[src/pvlg_pkg.sv]
`timescale 1ns / 1ps
// ----------------------------------------------------------------------------
// pvlg_pkg
// Shared types and constants for the pump and valve leak guard.
// ----------------------------------------------------------------------------
package pvlg_pkg;

    localparam int LEVEL_W = 10;
    localparam int TIME_W  = 16;
    localparam int CFG_W   = 16;
    localparam int IDX_W   = 3;

    localparam logic [LEVEL_W-1:0] RST_LEAK_THRESHOLD = 10'd500;
    localparam logic [TIME_W-1:0]  RST_VALVE_TRAVEL   = 16'd5000;
    localparam logic [TIME_W-1:0]  RST_NORMAL_CHECK   = 16'd1000;
    localparam logic [TIME_W-1:0]  RST_ALARM_CHECK    = 16'd500;
    localparam logic [TIME_W-1:0]  RST_BEEP_PERIOD    = 16'd1000;

    typedef enum logic [IDX_W-1:0] {
        REG_LEAK_THRESHOLD = 3'd0,
        REG_VALVE_TRAVEL   = 3'd1,
        REG_NORMAL_CHECK   = 3'd2,
        REG_ALARM_CHECK    = 3'd3,
        REG_BEEP_PERIOD    = 3'd4
    } cfg_idx_t;

    typedef enum logic [1:0] {
        MODE_START  = 2'd0,
        MODE_RUN    = 2'd1,
        MODE_MOVING = 2'd2
    } mode_t;

    typedef enum logic [1:0] {
        VALVE_OPENING = 2'd0,
        VALVE_OPENED  = 2'd1,
        VALVE_CLOSING = 2'd2,
        VALVE_CLOSED  = 2'd3
    } valve_t;

    typedef struct packed {
        logic [LEVEL_W-1:0] leak_threshold;
        logic [TIME_W-1:0]  valve_travel_ms;
        logic [TIME_W-1:0]  normal_check_ms;
        logic [TIME_W-1:0]  alarm_check_ms;
        logic [TIME_W-1:0]  beep_period_ms;
    } cfg_t;

    typedef struct packed {
        logic       pump_run;
        logic       open_drive;
        logic       close_drive;
        logic       beep_start;
        logic       beep_stop;
        logic       leak_flag;
        logic       supply_flag;
        logic [1:0] valve_position;
        logic [1:0] manager_mode;
    } result_t;

endpackage

[src/pump_valve_leak_guard_top.sv]
`timescale 1ns / 1ps
// ----------------------------------------------------------------------------
// pump_valve_leak_guard_top
// Leak and supply guard for a pump and a motorized valve, one tick per
// transaction.
// ----------------------------------------------------------------------------
// Each input transaction is one millisecond tick carrying the analog leak
// reading, the leak contact and the supply-ok level. Each tick produces one
// output transaction with the pump and coil drives, beeper pulses, alarm
// flags, valve position and mode after that tick's update.
// Both channels use valid and stall; a transaction moves on an edge where
// valid is high and stall is low. The tick lands in an input register and
// the state update runs combinationally from there into the output register,
// which drives out_valid, and one tick is accepted every cycle while the
// receiver does not stall. When the receiver stalls, the output register holds
// its transaction, the input register fills and then in_stall rises.
// Reset clears both stages, sets the configuration registers to their
// defaults and puts the guard in start mode with the valve taken as open.
// Configuration writes through cfg_we take effect on the next edge and
// should only be made while no tick is in flight.
// ----------------------------------------------------------------------------
module pump_valve_leak_guard_top
(
    input  logic                          clk,
    input  logic                          rst_n,
    input  logic                          cfg_we,
    input  logic [pvlg_pkg::IDX_W-1:0]    cfg_index,
    input  logic [pvlg_pkg::CFG_W-1:0]    cfg_data,
    input  logic                          in_valid,
    output logic                          in_stall,
    input  logic [pvlg_pkg::LEVEL_W-1:0]  leak_level,
    input  logic                          leak_contact,
    input  logic                          supply_ok,
    output logic                          out_valid,
    input  logic                          out_stall,
    output logic                          pump_run,
    output logic                          open_drive,
    output logic                          close_drive,
    output logic                          beep_start,
    output logic                          beep_stop,
    output logic                          leak_flag,
    output logic                          supply_flag,
    output logic [1:0]                    valve_position,
    output logic [1:0]                    manager_mode
);

    pvlg_pkg::cfg_t                 cfg;
    pvlg_pkg::result_t              result;
    pvlg_pkg::result_t              res_reg;
    logic                           in_vld_reg;
    logic [pvlg_pkg::LEVEL_W-1:0]   level_reg;
    logic                           contact_reg;
    logic                           supply_reg;
    logic                           out_vld_reg;
    logic                           advance;
    logic                           step;
    logic                           in_take;

    assign advance  = !out_vld_reg || !out_stall;
    assign step     = in_vld_reg && advance;
    assign in_stall = in_vld_reg && !advance;
    assign in_take  = in_valid && !in_stall;

    pvlg_cfg u_cfg
    (
        .clk       (clk),
        .rst_n     (rst_n),
        .cfg_we    (cfg_we),
        .cfg_index (cfg_index),
        .cfg_data  (cfg_data),
        .cfg       (cfg)
    );

    pvlg_core u_core
    (
        .clk          (clk),
        .rst_n        (rst_n),
        .step         (step),
        .leak_level   (level_reg),
        .leak_contact (contact_reg),
        .supply_ok    (supply_reg),
        .cfg          (cfg),
        .result       (result)
    );

    always_ff @(posedge clk or negedge rst_n)
    begin
        if (!rst_n)
        begin
            in_vld_reg  <= 1'b0;
            out_vld_reg <= 1'b0;
        end
        else
        begin
            if (!in_stall)
                in_vld_reg <= in_valid;
            if (advance)
                out_vld_reg <= in_vld_reg;
        end
    end

    always_ff @(posedge clk)
    begin
        if (in_take)
        begin
            level_reg   <= leak_level;
            contact_reg <= leak_contact;
            supply_reg  <= supply_ok;
        end
        if (step)
            res_reg <= result;
    end

    assign out_valid      = out_vld_reg;
    assign pump_run       = res_reg.pump_run;
    assign open_drive     = res_reg.open_drive;
    assign close_drive    = res_reg.close_drive;
    assign beep_start     = res_reg.beep_start;
    assign beep_stop      = res_reg.beep_stop;
    assign leak_flag      = res_reg.leak_flag;
    assign supply_flag    = res_reg.supply_flag;
    assign valve_position = res_reg.valve_position;
    assign manager_mode   = res_reg.manager_mode;

endmodule

[src/pvlg_cfg.sv]
`timescale 1ns / 1ps
// ----------------------------------------------------------------------------
// pvlg_cfg
// Configuration register file, written through a plain write port.
// ----------------------------------------------------------------------------
module pvlg_cfg
(
    input  logic                          clk,
    input  logic                          rst_n,
    input  logic                          cfg_we,
    input  logic [pvlg_pkg::IDX_W-1:0]    cfg_index,
    input  logic [pvlg_pkg::CFG_W-1:0]    cfg_data,
    output pvlg_pkg::cfg_t                cfg
);

    pvlg_pkg::cfg_t cfg_reg;

    always_ff @(posedge clk or negedge rst_n)
    begin
        if (!rst_n)
        begin
            cfg_reg.leak_threshold  <= pvlg_pkg::RST_LEAK_THRESHOLD;
            cfg_reg.valve_travel_ms <= pvlg_pkg::RST_VALVE_TRAVEL;
            cfg_reg.normal_check_ms <= pvlg_pkg::RST_NORMAL_CHECK;
            cfg_reg.alarm_check_ms  <= pvlg_pkg::RST_ALARM_CHECK;
            cfg_reg.beep_period_ms  <= pvlg_pkg::RST_BEEP_PERIOD;
        end
        else if (cfg_we)
        begin
            // Writes to an index past the last register are dropped.
            unique case (pvlg_pkg::cfg_idx_t'(cfg_index))
                pvlg_pkg::REG_LEAK_THRESHOLD:
                    cfg_reg.leak_threshold <= cfg_data[pvlg_pkg::LEVEL_W-1:0];
                pvlg_pkg::REG_VALVE_TRAVEL: cfg_reg.valve_travel_ms <= cfg_data;
                pvlg_pkg::REG_NORMAL_CHECK: cfg_reg.normal_check_ms <= cfg_data;
                pvlg_pkg::REG_ALARM_CHECK:  cfg_reg.alarm_check_ms  <= cfg_data;
                pvlg_pkg::REG_BEEP_PERIOD:  cfg_reg.beep_period_ms  <= cfg_data;
                default: ;
            endcase
        end
    end

    assign cfg = cfg_reg;

endmodule

[src/pvlg_core.sv]
`timescale 1ns / 1ps
// ----------------------------------------------------------------------------
// pvlg_core
// Guard state and its one-tick update: countdowns, beeper and valve control.
// ----------------------------------------------------------------------------
module pvlg_core
(
    input  logic                           clk,
    input  logic                           rst_n,
    input  logic                           step,
    input  logic [pvlg_pkg::LEVEL_W-1:0]   leak_level,
    input  logic                           leak_contact,
    input  logic                           supply_ok,
    input  pvlg_pkg::cfg_t                 cfg,
    output pvlg_pkg::result_t              result
);

    pvlg_pkg::mode_t                mode_reg, mode_next;
    pvlg_pkg::valve_t               valve_reg, valve_next;
    logic                           pump_reg, pump_next;
    logic                           open_reg, open_next;
    logic                           close_reg, close_next;
    logic [pvlg_pkg::TIME_W-1:0]    check_reg, check_next;
    logic [pvlg_pkg::TIME_W-1:0]    beep_reg, beep_next;
    logic                           tone_reg, tone_next;
    logic                           leak_reg, leak_next;
    logic                           supply_reg, supply_next;

    logic [pvlg_pkg::TIME_W-1:0]    check_dec;
    logic [pvlg_pkg::TIME_W-1:0]    beep_dec;
    logic                           start_pulse;
    logic                           stop_pulse;
    logic                           alarm_any;

    always_comb
    begin
        check_dec = (check_reg == '0) ? '0 : check_reg - 1'b1;
        beep_dec  = (beep_reg == '0) ? '0 : beep_reg - 1'b1;

        // The beeper looks at the alarms latched before this tick.
        beep_next   = beep_dec;
        tone_next   = tone_reg;
        start_pulse = 1'b0;
        stop_pulse  = 1'b0;
        if (beep_dec == '0)
        begin
            beep_next = cfg.beep_period_ms;
            if (leak_reg || supply_reg)
            begin
                start_pulse = 1'b1;
                tone_next   = 1'b1;
            end
            else if (tone_reg)
            begin
                stop_pulse = 1'b1;
                tone_next  = 1'b0;
            end
        end

        mode_next   = mode_reg;
        valve_next  = valve_reg;
        pump_next   = pump_reg;
        open_next   = open_reg;
        close_next  = close_reg;
        check_next  = check_dec;
        leak_next   = leak_reg;
        supply_next = supply_reg;
        alarm_any   = 1'b0;

        unique case (mode_reg)
            pvlg_pkg::MODE_RUN:
            begin
                if (check_dec == '0)
                begin
                    supply_next = ~supply_ok;
                    leak_next   = (leak_level > cfg.leak_threshold) || leak_contact;
                    alarm_any   = leak_next || supply_next;
                    if (alarm_any)
                    begin
                        check_next = cfg.alarm_check_ms;
                        if (valve_reg == pvlg_pkg::VALVE_OPENED)
                        begin
                            pump_next  = 1'b0;
                            open_next  = 1'b0;
                            close_next = 1'b1;
                            valve_next = pvlg_pkg::VALVE_CLOSING;
                            check_next = cfg.valve_travel_ms;
                            mode_next  = pvlg_pkg::MODE_MOVING;
                        end
                    end
                    else
                    begin
                        check_next = cfg.normal_check_ms;
                        if (valve_reg == pvlg_pkg::VALVE_CLOSED)
                        begin
                            pump_next  = 1'b1;
                            close_next = 1'b0;
                            open_next  = 1'b1;
                            valve_next = pvlg_pkg::VALVE_OPENING;
                            check_next = cfg.valve_travel_ms;
                            mode_next  = pvlg_pkg::MODE_MOVING;
                        end
                    end
                end
            end
            pvlg_pkg::MODE_MOVING:
            begin
                if (check_dec == '0)
                begin
                    open_next  = 1'b0;
                    close_next = 1'b0;
                    if (valve_reg == pvlg_pkg::VALVE_CLOSING)
                        valve_next = pvlg_pkg::VALVE_CLOSED;
                    else if (valve_reg == pvlg_pkg::VALVE_OPENING)
                        valve_next = pvlg_pkg::VALVE_OPENED;
                    mode_next = pvlg_pkg::MODE_RUN;
                end
            end
            default:
            begin
                // Start: the valve is taken as open and is driven closed.
                pump_next  = 1'b0;
                open_next  = 1'b0;
                close_next = 1'b1;
                valve_next = pvlg_pkg::VALVE_CLOSING;
                check_next = cfg.valve_travel_ms;
                mode_next  = pvlg_pkg::MODE_MOVING;
            end
        endcase

        result.pump_run       = pump_next;
        result.open_drive     = open_next;
        result.close_drive    = close_next;
        result.beep_start     = start_pulse;
        result.beep_stop      = stop_pulse;
        result.leak_flag      = leak_next;
        result.supply_flag    = supply_next;
        result.valve_position = valve_next;
        result.manager_mode   = mode_next;
    end

    always_ff @(posedge clk or negedge rst_n)
    begin
        if (!rst_n)
        begin
            mode_reg   <= pvlg_pkg::MODE_START;
            valve_reg  <= pvlg_pkg::VALVE_OPENED;
            pump_reg   <= 1'b0;
            open_reg   <= 1'b0;
            close_reg  <= 1'b0;
            check_reg  <= '0;
            beep_reg   <= '0;
            tone_reg   <= 1'b0;
            leak_reg   <= 1'b0;
            supply_reg <= 1'b0;
        end
        else if (step)
        begin
            mode_reg   <= mode_next;
            valve_reg  <= valve_next;
            pump_reg   <= pump_next;
            open_reg   <= open_next;
            close_reg  <= close_next;
            check_reg  <= check_next;
            beep_reg   <= beep_next;
            tone_reg   <= tone_next;
            leak_reg   <= leak_next;
            supply_reg <= supply_next;
        end
    end

endmodule

[config.mk]
export PLATFORM = sky130hd
export DESIGN_NAME = pump_valve_leak_guard_top
export DESIGN_NICKNAME = d
export VERILOG_FILES = /design/src/pvlg_pkg.sv /design/src/pump_valve_leak_guard_top.sv /design/src/pvlg_cfg.sv /design/src/pvlg_core.sv
export SDC_FILE = /design/constraint.sdc
export NUM_CORES = 1
export LEC_CHECK = 0
export BUFFER_PORTS_ARGS = -buffer_cell sky130_fd_sc_hd__buf_2
export CAP_MARGIN = 20
export CORE_ASPECT_RATIO = 1.1
export CORE_MARGIN = 2
export CORE_UTILIZATION = 61
export CTS_BUF_LIST = sky130_fd_sc_hd__clkbuf_4 sky130_fd_sc_hd__clkbuf_8 sky130_fd_sc_hd__clkbuf_16
export DETAILED_ROUTE_END_ITERATION = 7
export PLACE_DENSITY_LB_ADDON = 0.08
export SKIP_LAST_GASP = 1
export SYNTH_ARGS = -nofsm -noshare
export SYNTH_HDL_FRONTEND = slang
export SYNTH_SLANG_ARGS = --single-unit
export TNS_END_PERCENT = 100
[constraint.sdc]
create_clock -name clk -period 3.5 [get_ports clk]
set_clock_uncertainty 0.1 [all_clocks]
set_input_delay 0.35 -clock clk [delete_from_list [all_inputs] [get_ports clk]]
set_output_delay 0.35 -clock clk [all_outputs]
set_load 0.05 [all_outputs]
==> flow_metrics.env <==
export IMPL_post_synth_cell_area_avg_um2=10.1
export IMPL_startpoint_type="flip-flop"
export IMPL_synth_compound_gate_area_share_pct=15.4
export IMPL_timing_final_ws_setup_ps=183
export IMPL_layout_drive_gt1_share_pct=26.0
export IMPL_initial_cell_density_of_the_core_pct=62.4
export IMPL_max_slew_margin_rel_pct=35.5
export IMPL_utilization_pct=72.3
export IMPL_hold_worst_slack_ps=10.2
export IMPL_ys_seq_elements=141
export IMPL_most_common_layout_cells="sky130_fd_sc_hd__dfrtp_1, sky130_fd_sc_hd__nand2_1, sky130_fd_sc_hd__mux2_2"
export IMPL_worstPathCellList="inv_1 > ha_1 > or3b_1 > o31ai_1 > nand3_1 > or4_1 > a21oi_4 > a31oi_1 > a221o_1"
export IMPL_hold_path_cell_count=1
export IMPL_route_detailed_wl_per_inst_um=19.6
export IMPL_synth_xor_xnor_area_share_pct=1.63
export IMPL_grt_setup_unrepaired="false"
export IMPL_largest_register_ffs=74
export IMPL_ios=49
export IMPL_worstSetupStartpoint="u_core.check_reg[1]"
export IMPL_placedInstanceArea_um2=7970
export IMPL_antenna_violations_before_repair=0
export IMPL_grt_util_all_layers_pct=30.9
export IMPL_first_pass_iters=7
export IMPL_synth_top_family_by_area="simple AND/OR/NAND/NOR gates"
export IMPL_synth_ff_type="sky130_fd_sc_hd__dfrtp_1"
export IMPL_drcViolationCount=0
export IMPL_synth_cells=741
export IMPL_period_minus_slack_ps=3320
export IMPL_layout_nets=852
export IMPL_cts_htree_levels=4
export IMPL_timing_critical_path_slowest_stage_cell="sky130_fd_sc_hd__or4_1"
export IMPL_peakVddDrop_uv=481
export IMPL_synthToLayoutAreaGrowth_pct=16.0
export IMPL_insertedDiodeCount=0
export IMPL_grt_pass1_wl_mm=30.9
export IMPL_gr_total_overflow=0
export IMPL_postSynth_asyncResetShare_pct=83.7
export IMPL_timing_final_max_slew_violations=0
export IMPL_launch_point_of_the_worst_reg_to_reg_path="u_core.check_reg[1]"
export IMPL_routed_via_count=6094
export IMPL_first_global_vias=6095
export IMPL_yosysWarnings=0
export IMPL_placement_setup_worst_slack_ps=239
export IMPL_place_detailed_instances=925
export IMPL_worstMarginPinSlew_ps=965
export IMPL_holdCritPathClass="primary input to flip-flop"
export IMPL_p_total_mw=6.05
export IMPL_port_buffer_count=48
export IMPL_critPathMaxStageDelay_ps=500
export IMPL_row_count=42
export IMPL_synth_seq_area_share_pct=49.0
export IMPL_clkLatencyLatePin_ps=430
export IMPL_cell_area_after_layout_um2=8700
export IMPL_synthesis_area_um2=7510
export IMPL_final_hold_violation_count=0
export IMPL_drt_first_iter_violations=424
export IMPL_power_density_cell_area_nw_per_um2=695
export IMPL_max_clock_path_buffers=2
export IMPL_setup_total_negative_slack_ps=0
export IMPL_max_fclk_ghz=0.301
export IMPL_cts_root_buffer_cell="sky130_fd_sc_hd__clkbuf_16"
export IMPL_data_arrival_time_of_the_worst_path_ps=3390
export IMPL_detailed_route_wire_length_mm=18.9
export IMPL_cp_data_required_time_ps=3570
export IMPL_setup_violations=0
export IMPL_die_area_um2=13200
export IMPL_final_seq_area_um2=3680
export IMPL_detail_route_vias_per_cell=6.30
export IMPL_worstSetupEndpointType="flip-flop"
export IMPL_clock_sink_count=141
export IMPL_maxCapViolCount=0
export IMPL_die_y_um=120
export IMPL_hold_path_end="supply_reg"
export IMPL_grt_start_max_net_pins=79
export IMPL_overall_die_width_um=110
export IMPL_synth_mux_area_share_pct=10.0
export IMPL_worstHoldStart="supply_ok"
export IMPL_worstSetupPathType="flip-flop to flip-flop"
export IMPL_power_static_leakage_nw=3.61
export IMPL_r2r_setup_slack_ps=180
export IMPL_net_count_of_the_mapped_netlist=793
export IMPL_filler_instances=855
export IMPL_final_cell_count_no_fill=967
export IMPL_synth_distinct_cells=70
export IMPL_global_placer_s_final_weighted_congestion=0.939
export IMPL_synthSimpleGateAreaFrac_pct=17.4
export IMPL_multiInputGateArea_um2=3560
export IMPL_crit_path_max_fo=9
export IMPL_antenna_violating_nets_post_route=0
export IMPL_post_dp_hpwl_mm=13.2
export IMPL_post_synth_edffs=23
export IMPL_timing_rr_end="valve_position[1]"
export IMPL_numCtsBuffers=17
export IMPL_timing_reg2reg_worst_path_depth=9
export IMPL_outcome="complete, no violations"
export IMPL_finalCritPeriodShare_pct=94.8
export IMPL_final_common_cell="sky130_fd_sc_hd__dfrtp_1"
export IMPL_cts_tree="built"
export IMPL_post_cts_repair_setup_buffers=0
export IMPL_synth_adder_area_share_pct=2.67
export IMPL_cts_clk_pin_slew_worst_paths_ps=60
export IMPL_coreArea_um2=12000
worst max path at each step:
stage                                end  slack [ps]  cells after the start
floorplan              valve_position[1]         410                     10
global placement       valve_position[1]         300                      9
detailed placement       manager_mode[1]         240                     11
CTS                 u_core.check_reg[13]         180                     11
global route         u_core.beep_reg[10]          40                     10
finish                 valve_position[1]         180                      9
synth_stat cells, drive strengths merged (4+ instances only):
cell type	n	area, um^2
xnor2	9	78.8
o211ai	14	105
inv	32	120
nor4	9	77.6
nor2b	4	25.0
o21ai	63	315
buf	7	47.5
mux2	64	721
dfrtp	88	2200
a31oi	11	68.8
nor3b	4	30.0
o31ai	4	30.0
and2	5	31.3
xor2	5	43.8
nand3	36	185
dfstp	30	788
a21oi	40	211
clkbuf	32	120
nand2b	8	50.1
or3	6	37.5
a211oi	6	45.0
ha	16	200
nand2	65	251
nand3b	12	90.1
nor2	56	226
nor3	20	100
or4	4	33.8
a22oi	7	52.6
edfxtp	23	691
nand4	9	56.3
per-layer routing:
layer	track usage (%)	part of all wire, %
met2	49.4	49
met1	41.2	42
met3	5.77	5.8
met5	0	0
met4	13.4	3.1
where the power goes:
part | total (mW) | switching (mW) | leakage [nW] | internal, mW
Combinational | 1.65 | 0.966 | 1.72 | 0.682
Sequential | 2.51 | 0.401 | 1.58 | 2.11
Clock | 1.89 | 0.710 | 0.305 | 1.18
logic make-up (layout without fill, tap and decap cells):
family / after synthesis / count (layout)
muxes: 67 / 67
DFF: 141 / 141
AOI/OAI and AO/OA: 180 / 180
buffers and inverters: 71 / 143
and+or+nand+nor: 252 / 252
adders and majority gates: 16 / 16
xor gates and xnor gates: 14 / 14
critical path: cells and delay by family (launching register included):
family / cells / cell delay, ps
DFF: 1 / 440
and+or+nand+nor: 3 / 1090
buffers and inverters: 1 / 120
AOI/OAI and AO/OA: 4 / 1040
adders and majority gates: 1 / 270
layout make-up:
class | count | area share [%]
flip-flops and latches | 141 | 42.3
inverters | 32 | 1.38
repair buffers | 79 | 6.04
clock inverters | 13 | 1.85
clock buffers | 19 | 5.33
well taps | 154 | 2.21
multi-input cells | 529 | 40.9
timing repair:
| item | 4_1_cts | 5_1_grt |
|---|---|---|
| hold endpoints to repair | 43 | 1 |
| hold buffers | 9 | 1 |
| setup endpoints to repair | 0 | 3 |
| gates resized for setup | 0 | 1 |
(Power assumes the default switching activity.)
